[src/rtl/triggered_trace_history_buffer_defines.svh]
// Assertion macros shared by the trace buffer modules.
// Each expects clk and arst_n in scope.
`ifndef TRIGGERED_TRACE_HISTORY_BUFFER_DEFINES_SVH
`define TRIGGERED_TRACE_HISTORY_BUFFER_DEFINES_SVH

// Check a property every clock, quiet while in reset.
`define TTHB_ASSERT(label, prop, msg) \
	label: assert property (@(posedge clk) disable iff (!arst_n) (prop)) else $error(msg);

// Check that a condition implies another in the next cycle.
`define TTHB_ASSERT_NEXT(label, ante, cons, msg) \
	label: assert property (@(posedge clk) disable iff (!arst_n) (ante) |=> (cons)) \
		else $error(msg);

`endif

[src/rtl/tthb_pkg.sv]
package tthb_pkg;

	// default sizes
	localparam int SOURCES_DEF    = 4;
	localparam int DEPTH_DEF      = 16;
	localparam int EVENT_BITS_DEF = 64;

	// count of active sources, wide enough for the largest source count
	localparam int ACT_W = 5;

	// register indexes
	localparam logic [1:0] REG_THRESHOLD = 2'd0;
	localparam logic [1:0] REG_HOLDOFF   = 2'd1;
	localparam logic [1:0] REG_SOURCES   = 2'd2;

	// register reset values
	localparam logic [23:0] THRESHOLD_RST = 24'd0;
	localparam logic [9:0]  HOLDOFF_RST   = 10'd60;
	localparam logic [2:0]  SOURCES_RST   = 3'd4;

	// opcodes
	localparam logic OP_APPEND = 1'b0;
	localparam logic OP_TICK   = 1'b1;

	typedef struct packed {
		logic        opcode;
		logic [1:0]  source_id;
		logic [63:0] event_word;
		logic [23:0] frame_time_us;
		logic        external_busy;
	} item_t;

	typedef struct packed {
		logic [1:0]  source_id_out;
		logic [63:0] event_out;
		logic        has_event;
		logic        last;
		logic [31:0] capture_number;
	} result_t;

	// controller to datapath
	typedef struct packed {
		logic accept;
		logic load;
		logic read;
		logic empty;
		logic finish;
	} cmd_t;

	// datapath to controller
	typedef struct packed {
		logic fire;
		logic mask_any;
		logic src_last;
		logic more;
	} stat_t;

endpackage

[src/rtl/triggered_trace_history_buffer.sv]
// Triggered trace history buffer.
// Input: an item is taken at a rising edge with start high and busy low. Event
// appends store a word in the source's circular history; frame ticks test the
// frame time against the trigger level once the holdoff has run out.
// Appends and ticks that do not fire never raise busy. A firing tick raises
// busy and replays every active source's history, oldest word first: the
// controller loads a source, reads its words, each registered in the result
// stage, then loads the next source or ends in the done state, which clears the
// histories. An empty capture goes from load straight to done and yields a
// single empty last word. Replay speed is set by the single read port of the
// history memory. Results: one word per cycle on result while result_strobe is
// high; the receiver cannot stall and must take each word in its cycle.
// Configuration: cfg_we writes cfg_data into register cfg_index. The user must
// write only while idle; the block does not enforce this. Writing the threshold
// starts a fresh session.
// Reset: histories empty, holdoff and capture count zero, block disarmed.
module triggered_trace_history_buffer import tthb_pkg::*; #(
	parameter int SOURCES    = SOURCES_DEF,
	parameter int DEPTH      = DEPTH_DEF,
	parameter int EVENT_BITS = EVENT_BITS_DEF
) (
	input  logic        clk,
	input  logic        arst_n,
	input  logic        start,
	output logic        busy,
	input  item_t       item,
	output logic        result_strobe,
	output result_t     result,
	input  logic        cfg_we,
	input  logic [1:0]  cfg_index,
	input  logic [23:0] cfg_data
);

	cmd_t  cmd;
	stat_t stat;

	tthb_ctrl u_ctrl (
		.clk    (clk),
		.arst_n (arst_n),
		.start  (start),
		.stat   (stat),
		.cmd    (cmd),
		.busy   (busy)
	);

	tthb_datapath #(
		.SOURCES    (SOURCES),
		.DEPTH      (DEPTH),
		.EVENT_BITS (EVENT_BITS)
	) u_datapath (
		.clk           (clk),
		.arst_n        (arst_n),
		.item          (item),
		.cmd           (cmd),
		.stat          (stat),
		.cfg_we        (cfg_we),
		.cfg_index     (cfg_index),
		.cfg_data      (cfg_data),
		.result_strobe (result_strobe),
		.result        (result)
	);

endmodule

[src/rtl/tthb_ctrl.sv]
`include "triggered_trace_history_buffer_defines.svh"

module tthb_ctrl import tthb_pkg::*; (
	input  logic  clk,
	input  logic  arst_n,
	input  logic  start,
	input  stat_t stat,
	output cmd_t  cmd,
	output logic  busy
);

	localparam logic [1:0] ST_IDLE = 2'd0;
	localparam logic [1:0] ST_LOAD = 2'd1;
	localparam logic [1:0] ST_READ = 2'd2;
	localparam logic [1:0] ST_DONE = 2'd3;

	logic [1:0] state_q;
	logic [1:0] state_nx;

	// decode commands and next state
	always_comb begin
		cmd      = '0;
		state_nx = state_q;
		unique case (state_q)
			ST_IDLE: begin
				cmd.accept = start;
				if (start && stat.fire) begin
					state_nx = ST_LOAD;
				end
			end
			ST_LOAD: begin
				if (stat.mask_any) begin
					cmd.load = 1'b1;
					state_nx = ST_READ;
				end else begin
					cmd.empty = 1'b1;
					state_nx  = ST_DONE;
				end
			end
			ST_READ: begin
				cmd.read = 1'b1;
				if (stat.src_last) begin
					state_nx = stat.more ? ST_LOAD : ST_DONE;
				end
			end
			ST_DONE: begin
				cmd.finish = 1'b1;
				state_nx   = ST_IDLE;
			end
			default: begin
				state_nx = ST_IDLE;
			end
		endcase
	end

	// advance state
	always_ff @(posedge clk or negedge arst_n) begin
		if (!arst_n) begin
			state_q <= ST_IDLE;
		end else begin
			state_q <= state_nx;
		end
	end

	assign busy = (state_q != ST_IDLE);

	`TTHB_ASSERT_NEXT(a_fire_loads, (cmd.accept && stat.fire), (state_q == ST_LOAD), "fire lost")
	`TTHB_ASSERT(a_one_cmd, $onehot0({cmd.accept, cmd.load, cmd.read, cmd.empty, cmd.finish}), "cmd clash")
	`TTHB_ASSERT_NEXT(a_done_idle, (state_q == ST_DONE), (state_q == ST_IDLE), "done stuck")

endmodule

[src/rtl/tthb_datapath.sv]
`include "triggered_trace_history_buffer_defines.svh"

module tthb_datapath import tthb_pkg::*; #(
	parameter int SOURCES    = SOURCES_DEF,
	parameter int DEPTH      = DEPTH_DEF,
	parameter int EVENT_BITS = EVENT_BITS_DEF
) (
	input  logic        clk,
	input  logic        arst_n,
	input  item_t       item,
	input  cmd_t        cmd,
	output stat_t       stat,
	input  logic        cfg_we,
	input  logic [1:0]  cfg_index,
	input  logic [23:0] cfg_data,
	output logic        result_strobe,
	output result_t     result
);

	localparam int SRC_W  = (SOURCES > 1) ? $clog2(SOURCES) : 1;
	localparam int IDX_W  = $clog2(DEPTH);
	localparam int ADDR_W = SRC_W + IDX_W;
	localparam int MEM_N  = 1 << ADDR_W;
	localparam logic [IDX_W:0] DEPTH_C = (IDX_W + 1)'(DEPTH);

	// configuration
	logic [23:0] thr_q;
	logic [9:0]  hold_cfg_q;
	logic [2:0]  use_q;

	// per-source history bookkeeping
	logic [IDX_W-1:0] wp_q   [SOURCES];
	logic [IDX_W:0]   fill_q [SOURCES];

	logic [9:0]  hold_q;
	logic [31:0] cap_q;

	// replay walk
	logic [SOURCES-1:0] mask_q;
	logic [SRC_W-1:0]   rs_q;
	logic [IDX_W-1:0]   rd_idx_q;
	logic [IDX_W:0]     cnt_q;

	// result stage
	logic                  valid_s1;
	logic                  has_s1;
	logic                  last_s1;
	logic [1:0]            src_s1;
	logic [EVENT_BITS-1:0] data_s1;

	logic [EVENT_BITS-1:0] mem [MEM_N];

	logic [ACT_W-1:0]   nsrc;
	logic [SRC_W-1:0]   in_src;
	logic [SRC_W-1:0]   low_src;
	logic [SRC_W-1:0]   sel_src;
	logic [IDX_W-1:0]   sel_wp;
	logic [IDX_W:0]     sel_fill;
	logic [IDX_W:0]     first_sum;
	logic [IDX_W-1:0]   first_idx;
	logic [SOURCES-1:0] nonempty;
	logic               armed;
	logic               live;
	logic               append;
	logic               tick;
	logic               fire;
	logic               fill_any;

	// active source count, capped at the built source count
	assign nsrc = (ACT_W'(use_q) > ACT_W'(SOURCES)) ? ACT_W'(SOURCES) : ACT_W'(use_q);

	assign in_src = SRC_W'({{(ACT_W - 2){1'b0}}, item.source_id});
	assign armed  = (thr_q != '0);
	assign live   = cmd.accept && !item.external_busy && armed;
	assign append = live && (item.opcode == OP_APPEND)
		&& ({{(ACT_W - 2){1'b0}}, item.source_id} < nsrc);
	assign tick   = live && (item.opcode == OP_TICK);
	assign fire   = tick && (hold_q == '0) && (item.frame_time_us >= thr_q);

	// find the lowest source still to replay
	always_comb begin
		low_src = '0;
		for (int i = SOURCES - 1; i >= 0; i--) begin
			if (mask_q[i]) begin
				low_src = SRC_W'(i);
			end
		end
	end

	// mark active sources holding events
	always_comb begin
		fill_any = 1'b0;
		for (int i = 0; i < SOURCES; i++) begin
			nonempty[i] = (ACT_W'(i) < nsrc) && (fill_q[i] != '0);
			fill_any    = fill_any | (fill_q[i] != '0);
		end
	end

	assign sel_src  = cmd.load ? low_src : in_src;
	assign sel_wp   = wp_q[sel_src];
	assign sel_fill = fill_q[sel_src];

	// oldest entry: write pointer minus fill, modulo depth
	assign first_sum = {1'b0, sel_wp} + DEPTH_C - sel_fill;
	assign first_idx = (first_sum >= DEPTH_C) ? IDX_W'(first_sum - DEPTH_C)
		: IDX_W'(first_sum);

	// configuration registers
	always_ff @(posedge clk or negedge arst_n) begin
		if (!arst_n) begin
			thr_q      <= THRESHOLD_RST;
			hold_cfg_q <= HOLDOFF_RST;
			use_q      <= SOURCES_RST;
		end else if (cfg_we) begin
			case (cfg_index)
				REG_THRESHOLD: thr_q      <= cfg_data;
				REG_HOLDOFF:   hold_cfg_q <= cfg_data[9:0];
				REG_SOURCES:   use_q      <= cfg_data[2:0];
				default: ;
			endcase
		end
	end

	// pointers, fill counts, holdoff and capture count
	always_ff @(posedge clk or negedge arst_n) begin
		if (!arst_n) begin
			for (int i = 0; i < SOURCES; i++) begin
				wp_q[i]   <= '0;
				fill_q[i] <= '0;
			end
			hold_q <= '0;
			cap_q  <= '0;
		end else if (cfg_we && (cfg_index == REG_THRESHOLD)) begin
			for (int i = 0; i < SOURCES; i++) begin
				wp_q[i]   <= '0;
				fill_q[i] <= '0;
			end
			hold_q <= '0;
			cap_q  <= '0;
		end else if (cmd.finish) begin
			for (int i = 0; i < SOURCES; i++) begin
				wp_q[i]   <= '0;
				fill_q[i] <= '0;
			end
		end else begin
			if (append) begin
				wp_q[sel_src] <= (sel_wp == IDX_W'(DEPTH - 1)) ? '0 : sel_wp + 1'b1;
				if (sel_fill != DEPTH_C) begin
					fill_q[sel_src] <= sel_fill + 1'b1;
				end
			end
			// count the holdoff down only while it runs
			if (fire) begin
				hold_q <= hold_cfg_q;
				cap_q  <= cap_q + 32'd1;
			end else if (tick && (hold_q != '0)) begin
				hold_q <= hold_q - 10'd1;
			end
		end
	end

	// replay walk over sources and entries
	always_ff @(posedge clk or negedge arst_n) begin
		if (!arst_n) begin
			mask_q   <= '0;
			rs_q     <= '0;
			rd_idx_q <= '0;
			cnt_q    <= '0;
		end else if (fire) begin
			mask_q <= nonempty;
		end else if (cmd.load) begin
			mask_q   <= mask_q & ~(SOURCES'(1) << low_src);
			rs_q     <= low_src;
			rd_idx_q <= first_idx;
			cnt_q    <= sel_fill;
		end else if (cmd.read) begin
			rd_idx_q <= (rd_idx_q == IDX_W'(DEPTH - 1)) ? '0 : rd_idx_q + 1'b1;
			cnt_q    <= cnt_q - 1'b1;
		end
	end

	// history memory: write on append, registered read on replay
	always_ff @(posedge clk) begin
		if (append) begin
			mem[{in_src, sel_wp}] <= item.event_word[EVENT_BITS-1:0];
		end
		if (cmd.read) begin
			data_s1 <= mem[{rs_q, rd_idx_q}];
		end
	end

	// result stage control
	always_ff @(posedge clk or negedge arst_n) begin
		if (!arst_n) begin
			valid_s1 <= 1'b0;
			has_s1   <= 1'b0;
			last_s1  <= 1'b0;
			src_s1   <= '0;
		end else begin
			valid_s1 <= cmd.read || cmd.empty;
			has_s1   <= cmd.read;
			last_s1  <= cmd.empty || (stat.src_last && !stat.more);
			src_s1   <= cmd.read ? 2'({{(ACT_W - SRC_W){1'b0}}, rs_q}) : 2'b00;
		end
	end

	assign stat.fire     = fire;
	assign stat.mask_any = (mask_q != '0);
	assign stat.src_last = (cnt_q == (IDX_W + 1)'(1));
	assign stat.more     = (mask_q != '0);

	assign result_strobe         = valid_s1;
	assign result.source_id_out  = src_s1;
	assign result.event_out      = has_s1 ? 64'(data_s1) : 64'd0;
	assign result.has_event      = has_s1;
	assign result.last           = last_s1;
	assign result.capture_number = cap_q;

	`TTHB_ASSERT(a_last_at_finish, (valid_s1 && last_s1) |-> cmd.finish, "last word misplaced")
	`TTHB_ASSERT_NEXT(a_clear_after_finish, cmd.finish, (fill_any == 1'b0), "history not cleared")
	`TTHB_ASSERT(a_read_has_data, cmd.read |-> (cnt_q != '0), "read past fill")

endmodule

[config.mk]
export PLATFORM = sky130hd
export DESIGN_NAME = triggered_trace_history_buffer
export DESIGN_NICKNAME = d
export VERILOG_FILES = /design/src/rtl/tthb_pkg.sv /design/src/rtl/triggered_trace_history_buffer.sv /design/src/rtl/tthb_ctrl.sv /design/src/rtl/tthb_datapath.sv
export VERILOG_INCLUDE_DIRS = /design/src /design/src/rtl
export SDC_FILE = /design/constraint.sdc
export NUM_CORES = 2
export LEC_CHECK = 0
export BUFFER_PORTS_ARGS = -buffer_cell sky130_fd_sc_hd__buf_2
export CORE_MARGIN = 4
export CORE_UTILIZATION = 40
export DETAILED_ROUTE_END_ITERATION = 12
export PLACE_DENSITY = 0.54
export SLEW_MARGIN = 20
export SYNTH_ARGS = -nofsm -noshare
export SYNTH_HDL_FRONTEND = slang
export SYNTH_SLANG_ARGS = --single-unit
[constraint.sdc]
create_clock -name clk -period 16.1 [get_ports clk]
set_input_delay 4.83 -clock clk [delete_from_list [all_inputs] [get_ports clk]]
set_output_delay 4.83 -clock clk [all_outputs]
set_load 0.03 [all_outputs]
; Word level (Yosys, flattened, before mapping)
; Memory sizes are Yosys's and may differ from the RTL's. A register that Yosys moved wholly into a read port is not among the register bits.
; Cells that the tools add are included.
[word_totals]
ff_bits = 137
out_inout_bits = 102
n_memories = 1
ram_bits = 4096
elab_cells = 163
[op_classes]
n_eq_ne = 12
order_cmp = 10
addsub = 9
n_mux = 57
bitwise = 5
reduce_logical = 46
shifts = 1
[mem_list]
columns = memory, words, width, read_ports, rd_clocked_by_memory_dff, write_ports, line_no
row1 = u_datapath.mem, 64, 64, 1, 1, 1, tthb_datapath.sv:51  ; logic [EVENT_BITS-1:0] mem [MEM_N];
[ops]
columns = operator, count
row1 = $mux W32, 3
row2 = $mux W20, 4
row3 = $mux W64, 1
row4 = $mux W16, 3
row5 = $mux W10, 4
row6 = $mux W4, 10
row7 = $add A32 B1 Y32 const B, 1
row8 = $mux W5, 5
row9 = $ge A24 B24 Y1, 1
row10 = $reduce_bool A24 Y1, 1
row11 = $bwmux W20, 1
row12 = $reduce_bool A5 Y1, 4
row13 = $mux W2, 9
row14 = $reduce_and A2 Y1, 9
row15 = $bwmux W16, 1
row16 = $logic_and A1 B1 Y1, 16
row17 = $bmux W5 S2, 1
row18 = $demux W5 S2, 1
row19 = $logic_not A10 Y1, 1
row20 = $lt A1 B5 Y1 const A, 2
row21 = $lt A2 B5 Y1 const A, 2
row22 = $mux W1, 10
row23 = $reduce_bool A10 Y1, 1
row24 = $sub A10 B1 Y10 const B, 1
row25 = 32 further kinds, 48

; Logic depth before layout (Yosys ltp)
[logic_depth]
word_depth = 15
ltp_mapped = 16
mapped_depth_nobuf = 13

; Cells and area by module
; Synthesis repeated with hierarchy kept, for this count alone.
[unflattened]
cells_unflattened = 7804
area_unflattened_um2 = 165756.5
[modules_own_cells]
columns = module, n_inst, seq_area_each_um2, area_per_inst_um2, cells_each
row1 = tthb_datapath, 1, 128304.3, 165612.6, 7787
row2 = tthb_ctrl, 1, 50.0, 143.9, 17

; Worst setup path after synthesis
; No wires, ideal clock.
[synth_path]
path_kind = input to register
from = input port item[90] (netlist bit)
to = memory u_datapath.mem[23][0] (netlist bit) (enable)
path_buffers = 3
path_slack_ns = 6.376
required_ns = 15.613
setup_time_ns = 0.487
arrival_time_ns = 9.238
stages = 9
cell_sequence = buf_1 a21o_1 clkbuf_1 nand3_1 a22oi_1 and2_1 nand2_1 buf_2 nor2_1
[synth_via]
elab_chain_cells = 5
[synth_lines]
columns = item, line_no
row1 = from (decl), triggered_trace_history_buffer.sv:26  ; input item_t item,
row2 = "parallel branches: the longest is 5 deep, another holds $lt A2 B5 Y1", --
row3 = to (decl), tthb_datapath.sv:51
; Several ways; the timed one is not identified. The select of a mux whose other input is x is not followed.

; Worst setup path in the final report
[layout_path]
from = input port item[89] (netlist bit)
to = memory u_datapath.mem[7][0] (netlist bit) (enable)
; The elaborated chain is that of the path after synthesis.

==> impl_metrics.tcl <==
set metrics [dict create \
    final_util 0.4580 \
    die_y_um 652.3 \
    syn_area_sq_um 166100 \
    h-tree-depth 5 \
    post_synth_num_cell_types 74 \
    avgViaCountPerCell 5.956 \
    yosys.area.top_type_share 0.7522 \
    drive_gt1_frac 0.2476 \
    p_seq_frac 0.397 \
    core-area_sq_um 413400 \
    cp_max_fo 50 \
    finalSetupTns_ps 0 \
    vias 84176 \
    sw_frac_of_total 0.3219 \
    grt_overflow 0 \
    min_delay_path_depth 1 \
    ctsHoldBuffers 0 \
    worstHoldEndpoint "u_datapath.hold_cfg_q[1]$_DFFE_PN0P_" \
    wl_per_cell_um 34.37 \
    power_mw 31.87 \
    die-area_sq_um 425500 \
    num_rows 236 \
    power_frac_comb 0.283 \
    finalSetupViolations 0 \
    clockBufferDepth 4 \
    syn_to_final_growth_pct 14.01 \
    route.detailed.drc 0 \
    tightest_slew_ps 1151 \
    io_pins 224 \
    rsz0062_at_grt "no" \
    grt_pass1_wl_mm 674.0 \
    synth.avg_cell_area_sq_um 21.30 \
    initial_core_util 0.4017 \
    dp_hpwl_mm 273.6 \
    dpl_cell_area_sq_um 174900 \
    timing.hold.worst.class "reg -> reg" \
    cts_root_buf "clkbuf_16" \
    clk_pin_slew_ps 60 \
    slew_headroom 0.2327 \
    antenna_left 0 \
    power_density_nw_per_um2 168.3 \
    yosysWarnings 0 \
    final_max_slew_viol_count 0 \
    cap_violations 0 \
    leakagePower_nw 59.94 \
    ys_ff_latch 4297 \
    place_congestion 0.8213 \
    p_clk_frac 0.320 \
    drt_wl_total_mm 485.8 \
    insertion_delay_ps 1020 \
    cts-buffers-inserted 442 \
    synthCells 7798 \
    fin_area_sq_um 189300 \
    min_from "u_datapath.hold_cfg_q[1]$_DFFE_PN0P_" \
    synthArstFlopShare 0.03188 \
    cp_data_required_time_ps 16700 \
    rrSetupSlack_ps 10290 \
    cts_tree "yes" \
    end_kind "flip-flop" \
    grt_pass1_vias 84374 \
    yosys-top-cells-area "edfxtp_1 75%, mux4_2 12%, mux2i_1 3.1%" \
    cts_setup_buffers 0 \
    r2r_start "u_datapath.rd_idx_q[1]$_DFFE_PN0P_" \
    switchingPower_mw 10.26 \
    grt_usage 0.2243 \
    reg2reg_depth 8 \
    yosys_most_used_dff "edfxtp_1" \
    period_minus_slack_ps 8590 \
    finalClockSkew_ps 60.56 \
    grt_max_degree 124 \
    ir_drop_v 0.0001300 \
    fmax_mhz 116.4 \
    syn-num-nets 7957 \
    firstDrtPassIters 6 \
    seqCellArea_sq_um 128400 \
    outcome "finished, final reports clean" \
    multi_input_area_sq_um 36250 \
    port_buffers 223 \
    postCtsResizedCells 0 \
    fillCellCount 34449 \
    hold_viol 0 \
    antenna_found_initial 59 \
    drtIter0Drc 10529 \
    nets 8427 \
    synth_edf_count 4160 \
    timing.rr.end "u_datapath.data_s1[26]$_DFFE_PP_" \
    die_x_um 652.3 \
    worstSetupPathType "in -> reg" \
    cp.arrival_ps 9190 \
    p_int_mw 21.61 \
    critPathLaunchType "input port" \
    synth_top_area_cell "edfxtp_1" \
    seq_area_frac_synth 0.7729 \
    cts_sinks 4297 \
    period_share 0.5335 \
]
metrics by stage:
stage               hold WS, ps  worst slack, ps  std cells
floorplan                 473.1             6376       7798
global placement          490.2             6438      13297
detailed placement        503.7             6617      13298
CTS                       517.4             7683      14118
global route              538.9             7360      14120
finish                    511.1             7510      14133
cells in the mapped netlist (8+ instances only):
library cell	instances
and2_1	78
buf_1	78
dfrtp_1	132
nand2b_1	26
buf_2	85
clkbuf_1	274
o211ai_1	26
ha_1	36
nor4_1	14
o31ai_1	9
xnor2_1	10
a211oi_1	22
or4_1	14
nand4_1	16
mux2i_1	518
mux2_2	16
edfxtp_1	4160
inv_1	45
o221ai_1	253
o22ai_1	180
or3_1	13
o21ai_0	173
nor2_1	99
nand2_1	179
a21oi_1	232
buf_4	8
nand3_1	40
nor3_1	13
and3_1	14
mux4_2	915
sequential cells by signal (all words and copies together) (netlist names), 2 cells and up:
signal	flops
u_datapath.data_s1	64
u_datapath.wp_q	16
u_datapath.rd_idx_q	4
u_datapath.src_s1	2
u_datapath.hold_q	10
u_datapath.mem	4096
u_datapath.cnt_q	5
u_ctrl.state_q	2
u_datapath.fill_q	20
u_datapath.hold_cfg_q	10
u_datapath.rs_q	2
u_datapath.thr_q	24
u_datapath.cap_q	32
u_datapath.mask_q	4
u_datapath.use_q	3
cell usage in the layout, fill, tap and decap left out, drive strengths merged, types with 99 or more instances in the layout:
cell / netlist / routed
clkbuf: 274 / 534
clkinv: 2 / 213
o221ai: 253 / 253
mux4: 915 / 915
edfxtp: 4160 / 4160
buf: 173 / 473
a21oi: 232 / 232
dfrtp: 132 / 132
mux2i: 518 / 518
o21ai: 181 / 181
nand2: 179 / 179
o22ai: 180 / 180
nor2: 99 / 99
routing by layer:
layer	wire, um	global-route usage	vias to the layer above
li1	-	-	34021
met1	199300	0.3122	45912
met2	236800	0.3689	3563
met3	37530	0.04096	668
met4	12140	0.05213	12
met5	75	0	-
cell type report:
class                      instances  area share
inverter                          47   0.0009979
tap                             5474     0.03618
multi-input combinational       3007      0.1915
antenna                           15   0.0001983
clock buffer                     534     0.06120
timing repair buffer             473     0.01696
sequential                      4297      0.6781
clock inverter                   286     0.01492
power groups by stage:
stage / clock, mW / combinational (mW) / sequential [mW]
after floorplan: 0 / 5.38 / 12.7
after global placement: 0 / 9.14 / 12.9
after detailed placement: 0 / 9.15 / 12.9
after CTS: 10.4 / 9.19 / 12.6
after global routing: 10.8 / 9.46 / 12.7
final: 10.2 / 9.03 / 12.6
worst max-delay path, stage by stage:
cell and delay [ps]:
buf_2 280, or3_1 190, o2111a_1 390, a211oi_1 110, a22oi_1 740, and2_1 270
nand2_1 600, nor2_4 750, buf_4 880
logic make-up after synthesis:
family,after synthesis,share of synthesized area
buffers and inverters,494,0.01208
and+or+nand+nor,534,0.01598
xor gates and xnor gates,13,0.0006856
DFF,4297,0.7729
muxes,1449,0.1564
adders and majority gates,37,0.002833
AOI/OAI and AO/OA,974,0.03909
worst max-delay path by stage:
stage / start / end / cells after the start
2_1_floorplan: item[90] / u_datapath.mem[23][0]$_DFFE_PP_ / 9
3_3_place_gp: item[89] / u_datapath.mem[57][22]$_DFFE_PP_ / 10
3_5_place_dp: item[89] / u_datapath.mem[15][16]$_DFFE_PP_ / 9
4_1_cts: item[89] / u_datapath.mem[15][20]$_DFFE_PP_ / 9
5_1_grt: item[89] / u_datapath.mem[15][46]$_DFFE_PP_ / 9
6_report: item[89] / u_datapath.mem[7][0]$_DFFE_PP_ / 9
(Power assumes the default switching activity.)
